[src/rtl/tick_priority_scheduler_with_semaphores_core_defines.svh]
// ----------------------------------------------------------------------------
// Assertion macros for the tick priority scheduler
// Shared wrappers that clock on i_clk and hold off while i_rst_n is low.
// ----------------------------------------------------------------------------
`ifndef TICK_PRIORITY_SCHEDULER_WITH_SEMAPHORES_CORE_DEFINES_SVH
`define TICK_PRIORITY_SCHEDULER_WITH_SEMAPHORES_CORE_DEFINES_SVH

// Same-cycle implication.
`define TPSS_ASSERT_NOW(lbl, ante, cons, msg) \
    lbl: assert property (@(posedge i_clk) disable iff (!i_rst_n) (ante) |-> (cons)) \
        else $error(msg);

// Next-cycle implication.
`define TPSS_ASSERT_NEXT(lbl, ante, cons, msg) \
    lbl: assert property (@(posedge i_clk) disable iff (!i_rst_n) (ante) |=> (cons)) \
        else $error(msg);

`endif

[src/rtl/tpss_pkg.sv]
// ----------------------------------------------------------------------------
// tpss_pkg
// Sizes, codes, table layout and sequencer states of the scheduler.
// ----------------------------------------------------------------------------
`default_nettype none

package tpss_pkg;

    localparam int NUM_PROCS  = 8;
    localparam int NUM_SEMS   = 4;
    localparam int PROC_AW    = $clog2(NUM_PROCS);
    localparam int SEM_AW     = $clog2(NUM_SEMS);
    localparam int Q_DEPTH    = NUM_SEMS * NUM_PROCS;
    localparam int Q_AW       = SEM_AW + PROC_AW;

    localparam int ACTION_W   = 3;
    localparam int PID_W      = 3;
    localparam int SID_W      = 2;
    localparam int MS_W       = 20;
    localparam int PRIO_W     = 8;
    localparam int CNT_W      = 8;
    localparam int TICK_W     = 32;
    localparam int RATE_W     = 10;

    localparam int CFG_ADDR_W = 3;
    localparam int CFG_DATA_W = 32;
    localparam logic CFG_REG_TICK_RATE = 1'b0;

    localparam int MS_PER_SECOND = 1000;
    localparam logic [MS_W-1:0]   SEM_SLEEP_MS  = MS_W'(100000);
    localparam logic [RATE_W-1:0] TICK_RATE_RST = RATE_W'(100);
    localparam logic signed [CNT_W-1:0] CNT_MIN = -8'sd128;
    localparam logic signed [CNT_W-1:0] CNT_MAX = 8'sd127;

    typedef enum logic [ACTION_W-1:0] {
        ACT_SCHEDULE = 3'd0,
        ACT_CHARGE   = 3'd1,
        ACT_SLEEP    = 3'd2,
        ACT_SEM_P    = 3'd3,
        ACT_SEM_V    = 3'd4,
        ACT_SET_PRIO = 3'd5,
        ACT_SEM_INIT = 3'd6
    } t_action;

    typedef struct packed {
        logic [PRIO_W-1:0] rem;
        logic [PRIO_W-1:0] prio;
        logic [TICK_W-1:0] start;
        logic [MS_W-1:0]   len;
    } t_proc;

    localparam int PROC_W = $bits(t_proc);

    typedef enum logic [3:0] {
        S_IDLE,
        S_SEMP,
        S_SEMV,
        S_QHEAD,
        S_P_RD,
        S_P_WR,
        S_SCAN_RD,
        S_SCAN_CHK,
        S_RF_RD,
        S_RF_LD,
        S_RF_MUL,
        S_RF_WR,
        S_Q_RD,
        S_Q_WR,
        S_DONE
    } t_state;

endpackage

`default_nettype wire

[src/rtl/tpss_intf.sv]
// ----------------------------------------------------------------------------
// tpss_intf
// Valid/ready channels for action beats and result beats.
// ----------------------------------------------------------------------------
`default_nettype none

interface tpss_in_if import tpss_pkg::*; ();
    logic                     valid;
    logic                     ready;
    logic [ACTION_W-1:0]      action;
    logic [PID_W-1:0]         proc_id;
    logic [SID_W-1:0]         sem_id;
    logic [MS_W-1:0]          sleep_ms;
    logic [PRIO_W-1:0]        priority_value;
    logic signed [CNT_W-1:0]  sem_init_value;
    logic [TICK_W-1:0]        now_tick;

    modport source (output valid, action, proc_id, sem_id, sleep_ms, priority_value,
                    sem_init_value, now_tick, input ready);
    modport sink   (input valid, action, proc_id, sem_id, sleep_ms, priority_value,
                    sem_init_value, now_tick, output ready);
endinterface

interface tpss_out_if import tpss_pkg::*; ();
    logic                     valid;
    logic                     ready;
    logic                     ready_valid;
    logic [PID_W-1:0]         ready_proc;
    logic signed [CNT_W-1:0]  sem_count;

    modport source (output valid, ready_valid, ready_proc, sem_count, input ready);
    modport sink   (input valid, ready_valid, ready_proc, sem_count, output ready);
endinterface

`default_nettype wire

[src/rtl/tpss_ram.sv]
// ----------------------------------------------------------------------------
// tpss_ram
// Simple dual-port RAM: one write port, one registered read port.
// ----------------------------------------------------------------------------
`default_nettype none

module tpss_ram #(
    parameter int WIDTH = 8,
    parameter int DEPTH = 8
) (
    input  logic                     i_clk,
    input  logic                     i_we,
    input  logic [$clog2(DEPTH)-1:0] i_waddr,
    input  logic [WIDTH-1:0]         i_wdata,
    input  logic [$clog2(DEPTH)-1:0] i_raddr,
    output logic [WIDTH-1:0]         o_rdata
);

    logic [WIDTH-1:0] mem [DEPTH];
    logic [WIDTH-1:0] r_rdata;

    always_ff @(posedge i_clk) begin
        if (i_we) begin
            mem[i_waddr] <= i_wdata;
        end
        r_rdata <= mem[i_raddr];
    end

    assign o_rdata = r_rdata;

endmodule

`default_nettype wire

[src/rtl/tpss_apb.sv]
// ----------------------------------------------------------------------------
// tpss_apb
// APB register slave holding the tick rate.
// ----------------------------------------------------------------------------
`default_nettype none

module tpss_apb import tpss_pkg::*; (
    input  logic                  i_clk,
    input  logic                  i_rst_n,
    input  logic                  psel,
    input  logic                  penable,
    input  logic                  pwrite,
    input  logic [CFG_ADDR_W-1:0] paddr,
    input  logic [CFG_DATA_W-1:0] pwdata,
    output logic [CFG_DATA_W-1:0] prdata,
    output logic                  pready,
    output logic [RATE_W-1:0]     o_tick_rate
);

    logic [RATE_W-1:0] r_tick_rate;
    logic [RATE_W-1:0] n_tick_rate;
    logic              hit;

    assign hit = (paddr[CFG_ADDR_W-1] == CFG_REG_TICK_RATE);

    always_comb begin
        n_tick_rate = r_tick_rate;
        if (psel && penable && pwrite && hit) begin
            n_tick_rate = pwdata[RATE_W-1:0];
        end
    end

    always_ff @(posedge i_clk) begin
        if (!i_rst_n) begin
            r_tick_rate <= TICK_RATE_RST;
        end else begin
            r_tick_rate <= n_tick_rate;
        end
    end

    assign prdata      = hit ? CFG_DATA_W'(r_tick_rate) : '0;
    assign pready      = 1'b1;
    assign o_tick_rate = r_tick_rate;

endmodule

`default_nettype wire

[src/rtl/tpss_expiry.sv]
// ----------------------------------------------------------------------------
// tpss_expiry
// Sleep expiry test: elapsed*1000/rate > len, done as
// elapsed*1000 >= (len+1)*rate with one registered multiply stage.
// ----------------------------------------------------------------------------
`default_nettype none

module tpss_expiry import tpss_pkg::*; (
    input  logic              i_clk,
    input  logic [TICK_W-1:0] i_now,
    input  logic [TICK_W-1:0] i_start,
    input  logic [MS_W-1:0]   i_len,
    input  logic [RATE_W-1:0] i_rate,
    output logic              o_expired
);

    localparam int LHS_W = TICK_W + RATE_W;
    localparam int RHS_W = MS_W + 1 + RATE_W;

    logic [TICK_W-1:0] elapsed;
    logic [RATE_W-1:0] rate_eff;
    logic [LHS_W-1:0]  r_lhs;
    logic [RHS_W-1:0]  r_rhs;

    assign elapsed  = i_now - i_start;
    // a zero rate counts as one
    assign rate_eff = (i_rate == '0) ? RATE_W'(1) : i_rate;

    always_ff @(posedge i_clk) begin
        r_lhs <= LHS_W'(elapsed) * LHS_W'(MS_PER_SECOND);
        r_rhs <= (RHS_W'(i_len) + RHS_W'(1)) * RHS_W'(rate_eff);
    end

    assign o_expired = (r_lhs >= LHS_W'(r_rhs));

endmodule

`default_nettype wire

[src/rtl/tpss_seq.sv]
// ----------------------------------------------------------------------------
// tpss_seq
// Action sequencer around the process table and semaphore queue RAMs.
// ----------------------------------------------------------------------------
`default_nettype none

module tpss_seq import tpss_pkg::*; (
    input  logic              i_clk,
    input  logic              i_rst_n,
    input  logic [RATE_W-1:0] i_tick_rate,
    tpss_in_if.sink           i_in,
    tpss_out_if.source        o_out
);

    localparam logic [PROC_AW-1:0] IDX_LAST = PROC_AW'(NUM_PROCS - 1);

    t_state r_state, n_state;

    logic [ACTION_W-1:0]     r_act, n_act;
    logic [PID_W-1:0]        r_pid, n_pid;
    logic [SID_W-1:0]        r_sid, n_sid;
    logic [MS_W-1:0]         r_ms, n_ms;
    logic [PRIO_W-1:0]       r_prio, n_prio;
    logic [TICK_W-1:0]       r_now, n_now;

    logic [PROC_AW-1:0]      r_idx, n_idx;
    logic                    r_pass, n_pass;
    logic [PRIO_W-1:0]       r_best, n_best;
    logic [PROC_AW-1:0]      r_best_idx, n_best_idx;
    logic [PID_W-1:0]        r_cur_ready, n_cur_ready;
    logic                    r_cur_valid, n_cur_valid;
    logic signed [CNT_W-1:0] r_sem [NUM_SEMS];
    logic signed [CNT_W-1:0] n_sem [NUM_SEMS];
    logic [NUM_PROCS-1:0]    r_pvalid, n_pvalid;
    logic                    r_rd_ok;
    t_proc                   r_ent, n_ent;
    logic [PROC_AW-1:0]      r_qi, n_qi;
    logic [PROC_AW-1:0]      r_qn, n_qn;

    logic                    r_o_valid, n_o_valid;
    logic                    r_o_rv, n_o_rv;
    logic [PID_W-1:0]        r_o_rp, n_o_rp;
    logic signed [CNT_W-1:0] r_o_sc, n_o_sc;

    logic                    p_we;
    logic [PROC_AW-1:0]      p_waddr, p_raddr;
    t_proc                   p_wdata;
    logic [PROC_W-1:0]       p_rdata;
    t_proc                   p_rdata_m;
    logic                    q_we;
    logic [Q_AW-1:0]         q_waddr, q_raddr;
    logic [PID_W-1:0]        q_wdata, q_rdata;
    logic                    expired;
    logic                    in_ready;

    tpss_ram #(.WIDTH(PROC_W), .DEPTH(NUM_PROCS)) u_proc_ram (
        .i_clk   (i_clk),
        .i_we    (p_we),
        .i_waddr (p_waddr),
        .i_wdata (p_wdata),
        .i_raddr (p_raddr),
        .o_rdata (p_rdata)
    );

    tpss_ram #(.WIDTH(PID_W), .DEPTH(Q_DEPTH)) u_queue_ram (
        .i_clk   (i_clk),
        .i_we    (q_we),
        .i_waddr (q_waddr),
        .i_wdata (q_wdata),
        .i_raddr (q_raddr),
        .o_rdata (q_rdata)
    );

    tpss_expiry u_expiry (
        .i_clk     (i_clk),
        .i_now     (r_now),
        .i_start   (r_ent.start),
        .i_len     (r_ent.len),
        .i_rate    (i_tick_rate),
        .o_expired (expired)
    );

    // never-written table entries read as zero
    assign p_rdata_m = r_rd_ok ? t_proc'(p_rdata) : '0;

    always_comb begin
        t_proc                   ent;
        logic [SEM_AW-1:0]       sidx;
        logic signed [CNT_W-1:0] cur;
        logic signed [CNT_W-1:0] dec;
        logic signed [CNT_W-1:0] inc;
        logic [CNT_W-1:0]        slot;
        logic [CNT_W:0]          negc;
        logic [PRIO_W-1:0]       bv;
        logic [PROC_AW-1:0]      bi;
        logic                    pok;
        logic                    sok;
        logic                    o_free;

        n_state     = r_state;
        n_act       = r_act;
        n_pid       = r_pid;
        n_sid       = r_sid;
        n_ms        = r_ms;
        n_prio      = r_prio;
        n_now       = r_now;
        n_idx       = r_idx;
        n_pass      = r_pass;
        n_best      = r_best;
        n_best_idx  = r_best_idx;
        n_cur_ready = r_cur_ready;
        n_cur_valid = r_cur_valid;
        n_sem       = r_sem;
        n_pvalid    = r_pvalid;
        n_ent       = r_ent;
        n_qi        = r_qi;
        n_qn        = r_qn;
        n_o_rv      = r_o_rv;
        n_o_rp      = r_o_rp;
        n_o_sc      = r_o_sc;

        o_free    = !r_o_valid || o_out.ready;
        n_o_valid = r_o_valid && !o_out.ready;

        p_we    = 1'b0;
        p_waddr = PROC_AW'(r_pid);
        p_wdata = '0;
        p_raddr = r_idx;
        q_we    = 1'b0;
        q_waddr = '0;
        q_wdata = r_pid;
        q_raddr = '0;
        in_ready = 1'b0;

        sidx = SEM_AW'(r_sid);
        cur  = r_sem[sidx];
        dec  = (cur == CNT_MIN) ? cur : cur - 8'sd1;
        inc  = (cur == CNT_MAX) ? cur : cur + 8'sd1;
        slot = ~dec;
        negc = (CNT_W + 1)'(0) - {inc[CNT_W-1], inc};
        ent  = p_rdata_m;
        bv   = r_best;
        bi   = r_best_idx;
        pok  = (32'(i_in.proc_id) < NUM_PROCS);
        sok  = (32'(i_in.sem_id) < NUM_SEMS);

        case (r_state)
            S_IDLE: begin
                in_ready = 1'b1;
                if (i_in.valid) begin
                    n_act  = i_in.action;
                    n_pid  = i_in.proc_id;
                    n_sid  = i_in.sem_id;
                    n_ms   = i_in.sleep_ms;
                    n_prio = i_in.priority_value;
                    n_now  = i_in.now_tick;
                    n_state = S_DONE;
                    case (i_in.action)
                        ACT_SCHEDULE: begin
                            n_idx   = '0;
                            n_pass  = 1'b0;
                            n_best  = '0;
                            n_state = S_SCAN_RD;
                        end
                        ACT_CHARGE, ACT_SLEEP, ACT_SET_PRIO: begin
                            if (pok) begin
                                n_state = S_P_RD;
                            end
                        end
                        ACT_SEM_P: begin
                            if (pok && sok) begin
                                n_state = S_SEMP;
                            end
                        end
                        ACT_SEM_V: begin
                            if (sok) begin
                                n_state = S_SEMV;
                            end
                        end
                        ACT_SEM_INIT: begin
                            if (sok) begin
                                n_sem[SEM_AW'(i_in.sem_id)] = i_in.sem_init_value;
                            end
                        end
                        default: begin
                            n_state = S_DONE;
                        end
                    endcase
                end
            end

            S_SEMP: begin
                n_sem[sidx] = dec;
                n_state     = S_DONE;
                if (dec < 0) begin
                    // enqueue at slot -count-1 when it fits
                    if (32'(slot) < NUM_PROCS) begin
                        q_we    = 1'b1;
                        q_waddr = {sidx, slot[PROC_AW-1:0]};
                    end
                    n_ms    = SEM_SLEEP_MS;
                    n_state = S_P_RD;
                end
            end

            S_SEMV: begin
                n_sem[sidx] = inc;
                n_state     = S_DONE;
                if (inc <= 0) begin
                    q_raddr = {sidx, PROC_AW'(0)};
                    n_qi    = '0;
                    n_qn    = (negc >= (CNT_W + 1)'(NUM_PROCS - 1)) ? IDX_LAST
                                                                   : negc[PROC_AW-1:0];
                    n_state = S_QHEAD;
                end
            end

            S_QHEAD: begin
                n_pid       = q_rdata;
                n_cur_ready = q_rdata;
                n_cur_valid = 1'b1;
                n_state     = S_P_RD;
            end

            S_P_RD: begin
                p_raddr = PROC_AW'(r_pid);
                n_state = S_P_WR;
            end

            S_P_WR: begin
                n_state = S_DONE;
                case (r_act)
                    ACT_CHARGE: begin
                        if (ent.rem != '0) begin
                            ent.rem = ent.rem - PRIO_W'(1);
                        end
                    end
                    ACT_SLEEP, ACT_SEM_P: begin
                        ent.rem   = '0;
                        ent.start = r_now;
                        ent.len   = r_ms;
                        n_idx     = '0;
                        n_pass    = 1'b0;
                        n_best    = '0;
                        n_state   = S_SCAN_RD;
                    end
                    ACT_SET_PRIO: begin
                        ent.prio = r_prio;
                        ent.rem  = r_prio;
                    end
                    ACT_SEM_V: begin
                        ent.len = '0;
                        ent.rem = ent.prio;
                        if (r_qn != '0) begin
                            n_state = S_Q_RD;
                        end
                    end
                    default: begin
                        n_state = S_DONE;
                    end
                endcase
                p_we    = 1'b1;
                p_wdata = ent;
                n_pvalid[PROC_AW'(r_pid)] = 1'b1;
            end

            S_SCAN_RD: begin
                n_state = S_SCAN_CHK;
            end

            S_SCAN_CHK: begin
                // strict compare keeps the lowest index on ties
                if (ent.rem > r_best) begin
                    bv = ent.rem;
                    bi = r_idx;
                end
                n_best     = bv;
                n_best_idx = bi;
                if (r_idx == IDX_LAST) begin
                    if (bv != '0) begin
                        n_cur_ready = PID_W'(bi);
                        n_cur_valid = 1'b1;
                        n_state     = S_DONE;
                    end else if (!r_pass) begin
                        n_idx   = '0;
                        n_state = S_RF_RD;
                    end else begin
                        n_cur_ready = '0;
                        n_cur_valid = 1'b0;
                        n_state     = S_DONE;
                    end
                end else begin
                    n_idx   = r_idx + PROC_AW'(1);
                    n_state = S_SCAN_RD;
                end
            end

            S_RF_RD: begin
                n_state = S_RF_LD;
            end

            S_RF_LD: begin
                n_ent   = p_rdata_m;
                n_state = S_RF_MUL;
            end

            S_RF_MUL: begin
                n_state = S_RF_WR;
            end

            S_RF_WR: begin
                ent = r_ent;
                if (r_ent.len != '0) begin
                    if (expired) begin
                        ent.len = '0;
                        ent.rem = r_ent.prio;
                    end
                end else begin
                    ent.rem = r_ent.prio;
                end
                p_we    = 1'b1;
                p_waddr = r_idx;
                p_wdata = ent;
                n_pvalid[r_idx] = 1'b1;
                if (r_idx == IDX_LAST) begin
                    n_idx   = '0;
                    n_pass  = 1'b1;
                    n_best  = '0;
                    n_state = S_SCAN_RD;
                end else begin
                    n_idx   = r_idx + PROC_AW'(1);
                    n_state = S_RF_RD;
                end
            end

            S_Q_RD: begin
                q_raddr = {sidx, r_qi + PROC_AW'(1)};
                n_state = S_Q_WR;
            end

            S_Q_WR: begin
                q_we    = 1'b1;
                q_waddr = {sidx, r_qi};
                q_wdata = q_rdata;
                n_qi    = r_qi + PROC_AW'(1);
                n_state = ((r_qi + PROC_AW'(1)) == r_qn) ? S_DONE : S_Q_RD;
            end

            S_DONE: begin
                if (o_free) begin
                    n_o_valid = 1'b1;
                    n_o_rv    = r_cur_valid;
                    n_o_rp    = r_cur_valid ? r_cur_ready : '0;
                    n_o_sc    = (32'(r_sid) < NUM_SEMS) ? cur : '0;
                    n_state   = S_IDLE;
                end
            end

            default: begin
                n_state = S_IDLE;
            end
        endcase
    end

    always_ff @(posedge i_clk) begin
        if (!i_rst_n) begin
            r_state     <= S_IDLE;
            r_cur_ready <= '0;
            r_cur_valid <= 1'b0;
            r_pvalid    <= '0;
            r_o_valid   <= 1'b0;
            r_pass      <= 1'b0;
            for (int i = 0; i < NUM_SEMS; i++) begin
                r_sem[i] <= '0;
            end
        end else begin
            r_state     <= n_state;
            r_cur_ready <= n_cur_ready;
            r_cur_valid <= n_cur_valid;
            r_pvalid    <= n_pvalid;
            r_o_valid   <= n_o_valid;
            r_pass      <= n_pass;
            r_sem       <= n_sem;
        end
    end

    always_ff @(posedge i_clk) begin
        r_act      <= n_act;
        r_pid      <= n_pid;
        r_sid      <= n_sid;
        r_ms       <= n_ms;
        r_prio     <= n_prio;
        r_now      <= n_now;
        r_idx      <= n_idx;
        r_best     <= n_best;
        r_best_idx <= n_best_idx;
        r_ent      <= n_ent;
        r_qi       <= n_qi;
        r_qn       <= n_qn;
        r_o_rv     <= n_o_rv;
        r_o_rp     <= n_o_rp;
        r_o_sc     <= n_o_sc;
        r_rd_ok    <= r_pvalid[p_raddr];
    end

    assign i_in.ready        = in_ready;
    assign o_out.valid       = r_o_valid;
    assign o_out.ready_valid = r_o_rv;
    assign o_out.ready_proc  = r_o_rp;
    assign o_out.sem_count   = r_o_sc;

endmodule

`default_nettype wire

[src/rtl/tick_priority_scheduler_with_semaphores_core.sv]
// ----------------------------------------------------------------------------
// tick_priority_scheduler_with_semaphores_core
// Priority/tick process scheduler with counting semaphores and FIFO waiters.
// Each input beat carries one action and the current tick count and yields
// exactly one result beat: the selected process (with a valid flag) and the
// count of the addressed semaphore. The process table (ticks, priority, sleep
// start and length) sits in an 8-entry RAM, the wait queues in a 32-entry
// RAM; one sequencer reads, modifies and writes them back. Semaphore init
// and ignored actions go straight to the result; semaphore P that does not
// block and V that wakes nobody update the count only; charge and set
// priority read and write back one table entry. A schedule scans the table
// entry by entry; when all ticks are zero it refills each entry (read, load,
// multiply, write) and scans again. Sleep and a blocking semaphore P write
// the caller's sleep into its entry before the schedule. A waking V reads the
// queue head, updates that process's entry and shifts up to 7 queue slots.
// A new beat is taken once the previous result sits in the output register,
// even if that result has not yet been taken; a result that is held back
// stalls the next beat at its final step. The tick rate is an APB register
// at byte 0 (reset 100; zero acts as one).
// ----------------------------------------------------------------------------
`default_nettype none
`include "tick_priority_scheduler_with_semaphores_core_defines.svh"

module tick_priority_scheduler_with_semaphores_core import tpss_pkg::*; (
    input  logic                  i_clk,
    input  logic                  i_rst_n,
    tpss_in_if.sink               i_in,
    tpss_out_if.source            o_out,
    input  logic                  psel,
    input  logic                  penable,
    input  logic                  pwrite,
    input  logic [CFG_ADDR_W-1:0] paddr,
    input  logic [CFG_DATA_W-1:0] pwdata,
    output logic [CFG_DATA_W-1:0] prdata,
    output logic                  pready
);

    logic [RATE_W-1:0] tick_rate;

    // configuration registers
    tpss_apb u_apb (
        .i_clk       (i_clk),
        .i_rst_n     (i_rst_n),
        .psel        (psel),
        .penable     (penable),
        .pwrite      (pwrite),
        .paddr       (paddr),
        .pwdata      (pwdata),
        .prdata      (prdata),
        .pready      (pready),
        .o_tick_rate (tick_rate)
    );

    // sequencer with process table and wait queue memories
    tpss_seq u_seq (
        .i_clk       (i_clk),
        .i_rst_n     (i_rst_n),
        .i_tick_rate (tick_rate),
        .i_in        (i_in),
        .o_out       (o_out)
    );

    // a taken beat makes the block busy in the next cycle
    `TPSS_ASSERT_NEXT(a_busy_after_accept, i_in.valid && i_in.ready, !i_in.ready, "accepted while busy")
    // no process number is shown when none is selected
    `TPSS_ASSERT_NOW(a_idle_proc_zero, o_out.valid && !o_out.ready_valid, o_out.ready_proc == '0, "proc without valid")
    // a new result follows a busy cycle
    `TPSS_ASSERT_NOW(a_result_after_work, $rose(o_out.valid), $past(!i_in.ready), "result without work")

endmodule

`default_nettype wire
[src/flat_wrapper.sv]
// flat-port wrapper written by rule: the top's interface ports become plain ports
module tick_priority_scheduler_with_semaphores_core_flat import tpss_pkg::*;
  (i_clk, i_rst_n, psel, penable, pwrite, paddr, pwdata, prdata, pready, i_in_valid, i_in_action, i_in_proc_id, i_in_sem_id, i_in_sleep_ms, i_in_priority_value, i_in_sem_init_value, i_in_now_tick, i_in_ready, o_out_valid, o_out_ready_valid, o_out_ready_proc, o_out_sem_count, o_out_ready);
  tpss_in_if i_in_i ();
  tpss_out_if o_out_i ();
  input  logic i_clk;
  input  logic i_rst_n;
  input  logic psel;
  input  logic penable;
  input  logic pwrite;
  input  logic [CFG_ADDR_W-1:0] paddr;
  input  logic [CFG_DATA_W-1:0] pwdata;
  output logic [CFG_DATA_W-1:0] prdata;
  output logic pready;
  input wire logic [$bits(i_in_i.valid)-1:0] i_in_valid;
  input wire logic [$bits(i_in_i.action)-1:0] i_in_action;
  input wire logic [$bits(i_in_i.proc_id)-1:0] i_in_proc_id;
  input wire logic [$bits(i_in_i.sem_id)-1:0] i_in_sem_id;
  input wire logic [$bits(i_in_i.sleep_ms)-1:0] i_in_sleep_ms;
  input wire logic [$bits(i_in_i.priority_value)-1:0] i_in_priority_value;
  input wire logic [$bits(i_in_i.sem_init_value)-1:0] i_in_sem_init_value;
  input wire logic [$bits(i_in_i.now_tick)-1:0] i_in_now_tick;
  output wire logic [$bits(i_in_i.ready)-1:0] i_in_ready;
  output wire logic [$bits(o_out_i.valid)-1:0] o_out_valid;
  output wire logic [$bits(o_out_i.ready_valid)-1:0] o_out_ready_valid;
  output wire logic [$bits(o_out_i.ready_proc)-1:0] o_out_ready_proc;
  output wire logic [$bits(o_out_i.sem_count)-1:0] o_out_sem_count;
  input wire logic [$bits(o_out_i.ready)-1:0] o_out_ready;
  assign i_in_i.valid = i_in_valid;
  assign i_in_i.action = i_in_action;
  assign i_in_i.proc_id = i_in_proc_id;
  assign i_in_i.sem_id = i_in_sem_id;
  assign i_in_i.sleep_ms = i_in_sleep_ms;
  assign i_in_i.priority_value = i_in_priority_value;
  assign i_in_i.sem_init_value = i_in_sem_init_value;
  assign i_in_i.now_tick = i_in_now_tick;
  assign i_in_ready = i_in_i.ready;
  assign o_out_valid = o_out_i.valid;
  assign o_out_ready_valid = o_out_i.ready_valid;
  assign o_out_ready_proc = o_out_i.ready_proc;
  assign o_out_sem_count = o_out_i.sem_count;
  assign o_out_i.ready = o_out_ready;
  tick_priority_scheduler_with_semaphores_core u_core (.i_clk(i_clk), .i_rst_n(i_rst_n), .i_in(i_in_i), .o_out(o_out_i), .psel(psel), .penable(penable), .pwrite(pwrite), .paddr(paddr), .pwdata(pwdata), .prdata(prdata), .pready(pready));
endmodule
[config.mk]
export PLATFORM = sky130hd
export DESIGN_NAME = tick_priority_scheduler_with_semaphores_core_flat
export DESIGN_NICKNAME = d
export VERILOG_FILES = /design/src/rtl/tpss_pkg.sv /design/src/rtl/tpss_intf.sv /design/src/rtl/tpss_ram.sv /design/src/rtl/tpss_apb.sv /design/src/rtl/tpss_expiry.sv /design/src/rtl/tpss_seq.sv /design/src/rtl/tick_priority_scheduler_with_semaphores_core.sv /design/src/flat_wrapper.sv
export VERILOG_INCLUDE_DIRS = /design/src /design/src/rtl
export SDC_FILE = /design/constraint.sdc
export NUM_CORES = 2
export LEC_CHECK = 0
export BUFFER_PORTS_ARGS = -buffer_cell sky130_fd_sc_hd__buf_2
export CAP_MARGIN = 20
export CORE_MARGIN = 2
export CORE_UTILIZATION = 50
export CTS_CLUSTER_DIAMETER = 60
export DETAILED_ROUTE_END_ITERATION = 8
export PLACE_DENSITY = 0.66
export SETUP_SLACK_MARGIN = 0.05
export SYNTH_ARGS = -nofsm -noshare
export SYNTH_HDL_FRONTEND = slang
export SYNTH_SLANG_ARGS = --single-unit
[constraint.sdc]
create_clock -name i_clk -period 14 [get_ports i_clk]
set_input_delay 3.5 -clock i_clk [delete_from_list [all_inputs] [get_ports i_clk]]
set_output_delay 3.5 -clock i_clk [all_outputs]
set_load 0.05 [all_outputs]
==> load_flow_metrics.sql <==
INSERT INTO impl_metrics (metric_group, metric, value, unit) VALUES
('run_status', 'outcome', 'completed', ''),
('global_routing', 'antenna_found_initial', '1', ''),
('cells_and_area', 'drive_above_1_share', '0.133', ''),
('cts', 'clk_root_buffer_cell', 'sky130_fd_sc_hd__clkbuf_16', ''),
('sta', 'worst-slew-pin-transition', '1150', 'ps'),
('cells_and_area', 'fin_util', '0.559', ''),
('setup_path', 'critPathSlowestCell', 'sky130_fd_sc_hd__xnor2_1', ''),
('cells_and_area', 'area.growth.synth_to_final', '10.7', '%'),
('sta', 'final.setup.tns', '0', 'ps'),
('placed_design', 'place.detailed.instances', '5600', ''),
('setup_path', 'worst_path_buf_inv', '2', ''),
('synth', 'dominantRegCellSynth', 'sky130_fd_sc_hd__edfxtp_1', ''),
('drt', 'ant_nets', '0', ''),
('global_routing', 'global_route_total_usage_across_every_layer', '0.220', ''),
('synth', 'yosys_register_bits', '1010', ''),
('cts', 'postCtsHoldBufs', '0', ''),
('cts', 'cts.sink_count', '1010', ''),
('drt', 'overall_routed_net_length', '122000', 'um'),
('drt', 'drt_first_iter_violations', '2927', ''),
('floorplan', 'initial_utilization', '0.505', ''),
('synth', 'netlist_area', '0.0542', 'mm2'),
('drt', 'drc', '0', ''),
('cts', 'buffer_count_from_post_cts_setup_fixing', '0', ''),
('cells_and_area', 'final-instance-count-excl-fill', '5808', ''),
('setup_path', 'cp_top_family', 'adder cells', ''),
('setup_path', 'cp-end-kind', 'register', ''),
('synth', 'synth.yosys.seq_area_share', '0.522', ''),
('global_routing', 'grt_start_max_net_pins', '113', ''),
('sta', 'max_clock_freq', '123', 'MHz'),
('cts', 'cts.reportedPaths.clkPinSlew', '60', 'ps'),
('sta', 'timing.final.crit_share', '0.581', ''),
('floorplan', 'floorplan.io_pins', '165', ''),
('cts', 'worstSkewPairLatency', '710', 'ps'),
('floorplan', 'die_height', '333', 'um'),
('cts', 'cts_resized', '0', ''),
('sta', 'report.final.hold_viol_count', '0', ''),
('setup_path', 'setup.worst_path.start_class', 'register', ''),
('setup_path', 'crit_path_frequent_cell', 'sky130_fd_sc_hd__fa_1', ''),
('synth', 'cell_variety_after_synth', '81', ''),
('setup_path', 'crit_path_max_fanout', '14', ''),
('drt', 'detail_route.wl_per_cell', '21.0', 'um'),
('sta', 'clock-skew-final', '45.0', 'ps'),
('drt', 'vias_per_cell', '5.72', ''),
('cells_and_area', 'n_fill_cell', '8671', ''),
('synth', 'post_synth.cell_area_avg', '12.9', 'um2'),
('cts', 'htreeDepth', '3', ''),
('sta', 'setup_violators_final', '0', ''),
('floorplan', 'die_width', '333', 'um'),
('sta', 'period_minus_slack', '8130', 'ps'),
('hold_path', 'min_path_type', 'reg2reg', ''),
('floorplan', 'num_rows', '120', ''),
('floorplan', 'die_area', '0.111', 'mm2'),
('synth', 'number_of_enable_flip_flop_cells_after_synthesis', '808', ''),
('drt', 'firstDrtPassIters', '6', ''),
('setup_path', 'slowest_delay', '860', 'ps'),
('setup_path', 'critPathKind', 'reg2reg', ''),
('placed_design', 'globalplace.congestion', '0.878', ''),
('drt', 'detailroute.via_count', '33228', ''),
('placed_design', 'io_buffer_count', '117', ''),
('cts', 'cts_inserted_buffers', '108', ''),
('sta', 'report.final.slew_viol_count', '0', ''),
('placed_design', 'dp_hpwl', '78800', 'um'),
('synth', 'asyncSetResetFlopFracSynth', '0', ''),
('synth', 'synthesis.yosys.warnings', '0', ''),
('synth', 'post_synth_inst_count', '4205', ''),
('global_routing', 'grt_first_pass_wirelength', '190000', 'um'),
('sta', 'grt_setup_unrepaired', 'false', ''),
('floorplan', 'core-area', '0.107', 'mm2'),
('cells_and_area', 'n_antenna_cell', '0', ''),
('setup_path', 'cp_cell_sequence', 'and3_1 > nand3_1 > nor2_1 > nand4_1 > xnor2_1 > and2_1 > fa_1 > fa_1 > inv_1 > fa_1 > fa_1 > fa_1 > inv_1 > ha_1 > a21o_1 > a211o_1 > a211oi_1 > o21ai_0 > a221o_1 > o41ai_1 > o21ai_0 > o41ai_1 > xnor2_1', ''),
('cts', 'tritoncts', 'yes', ''),
('setup_path', 'cp.required', '14580', 'ps'),
('sta', 'worst_relative_slew_slack', '0.228', ''),
('cells_and_area', 'fin_nets', '4907', ''),
('setup_path', 'worstPathArrival', '8710', 'ps'),
('cts', 'clockBufferDepth', '3', ''),
('job', 'reported_max_cap_violation_count', '0', ''),
('global_routing', 'grt-ovfl-total', '0', ''),
('global_routing', 'grt_pass1_vias', '33902', '');
==> metal layers <==
metal,share of wire,GRT usage,up-vias,routed length (um)
met4,0.025,0.0665,0,3070
met1,0.43,0.299,16721,53000
met5,0,0,-,0
li1,-,-,15321,-
met2,0.49,0.370,1014,59400
met3,0.055,0.0274,172,6680
==> cells in the final DEF, fill, tap and decap left out, types with 48 or more instances in the layout <==
cell type                     n
sky130_fd_sc_hd__ha_1       222
sky130_fd_sc_hd__mux2i_1     48
sky130_fd_sc_hd__mux4_2     146
sky130_fd_sc_hd__a21o_1      65
sky130_fd_sc_hd__mux2_2      73
sky130_fd_sc_hd__clkbuf_16  110
sky130_fd_sc_hd__xnor2_1    101
sky130_fd_sc_hd__nand2_1    325
sky130_fd_sc_hd__fa_1       255
sky130_fd_sc_hd__o21ai_0     93
sky130_fd_sc_hd__nor2_1     150
sky130_fd_sc_hd__nand2b_1    70
sky130_fd_sc_hd__and2_1     172
sky130_fd_sc_hd__edfxtp_1   808
sky130_fd_sc_hd__nor2b_1     51
sky130_fd_sc_hd__inv_1      429
sky130_fd_sc_hd__dfxtp_1    201
sky130_fd_sc_hd__o22ai_1     50
sky130_fd_sc_hd__nand3_1     60
sky130_fd_sc_hd__buf_2      118
sky130_fd_sc_hd__a21oi_1    150
==> cells by family after synthesis <==
family | Yosys count | synth area share
flops | 1010 | 0.522
simple gates | 996 | 0.0916
compound gates | 676 | 0.0849
buf+inv | 622 | 0.0450
fa+ha+maj | 483 | 0.147
mux | 271 | 0.0855
xor+xnor | 145 | 0.0239
other cells | 2 | 0.000139
==> final cells by class <==
class                      count  area [um2]  share of cell area
clock inverter                49         583             0.00972
tap                         1403        1760              0.0293
timing repair buffer         168        1040              0.0173
multi-input combinational   2594       23700               0.394
sequential                  1010       28300               0.472
clock buffer                 154        3020              0.0503
inverter                     430        1610              0.0269
==> worst reg2reg max path: cells and delay by family (launching register included) <==
family | cells | cell delay (ps)
AOI/OAI and AO/OA | 8 | 2280
xor gates and xnor gates | 2 | 970
adders and majority gates | 6 | 2760
buffers and inverters | 2 | 90
DFF | 1 | 770
and+or+nand+nor | 5 | 1120
==> cells in the mapped netlist, types with 101 or more instances <==
cell | number | area share
sky130_fd_sc_hd__ha_1 | 222 | 0.051
sky130_fd_sc_hd__nor2_1 | 160 | 0.011
sky130_fd_sc_hd__and2_1 | 172 | 0.020
sky130_fd_sc_hd__xnor2_1 | 101 | 0.016
sky130_fd_sc_hd__dfxtp_1 | 202 | 0.075
sky130_fd_sc_hd__inv_1 | 430 | 0.030
sky130_fd_sc_hd__edfxtp_1 | 808 | 0.45
sky130_fd_sc_hd__clkbuf_1 | 131 | 0.0091
sky130_fd_sc_hd__fa_1 | 255 | 0.094
sky130_fd_sc_hd__nand2_1 | 326 | 0.023
sky130_fd_sc_hd__a21oi_1 | 152 | 0.014
sky130_fd_sc_hd__mux4_2 | 146 | 0.061
==> per-stage QoR <==
stage / setup WS (ps) / instance area (um2) / hold WS (ps)
6_report: 5870 / 60000 / 464
5_1_grt: 5410 / 60000 / 479
4_1_cts: 5880 / 59900 / 467
3_5_place_dp: 5880 / 56300 / 453
3_3_place_gp: 5920 / 56300 / 442
2_1_floorplan: 6100 / 54300 / 435
==> path summary, 6_finish.rpt <==
kind	from	end	slack (ps)	depth (start not counted)
worst max register to register	u_core.u_seq.r_ent[0]$_DFFE_PP_	u_core.u_seq.u_expiry.r_rhs[30]$_DFF_P_	5870	23
worst min register to register	u_core.u_seq.r_pvalid[6]$_SDFFE_PN0P_	u_core.u_seq.r_pvalid[6]$_SDFFE_PN0P_	460	1
worst max-delay path	u_core.u_seq.r_ent[0]$_DFFE_PP_	u_core.u_seq.u_expiry.r_rhs[30]$_DFF_P_	5870	23
worst min-delay path	u_core.u_seq.r_pvalid[6]$_SDFFE_PN0P_	u_core.u_seq.r_pvalid[6]$_SDFFE_PN0P_	460	1
==> state kept, by name, summed over array words and instances (netlist names), 4 cells and up, named ones only <==
| register | flops |
|---|---|
| u_core.u_seq.r_now | 32 |
| u_core.u_apb.o_tick_rate | 10 |
| u_core.u_seq.u_expiry.r_rhs | 31 |
| u_core.u_seq.r_ms | 20 |
| u_core.u_seq.u_expiry.r_lhs | 39 |
| u_core.u_seq.o_out.sem_count | 8 |
| u_core.u_seq.r_pvalid | 8 |
| u_core.u_seq.u_proc_ram.o_rdata | 68 |
| u_core.u_seq.r_state | 4 |
| u_core.u_seq.u_queue_ram.mem | 96 |
| u_core.u_seq.r_prio | 8 |
| u_core.u_seq.r_ent | 68 |
| u_core.u_seq.r_best | 8 |
| u_core.u_seq.u_proc_ram.mem | 544 |
Power is left out: the tool's default activity adds up to more than one toggle a clock period on the data nets, which glitch-free logic cannot reach.
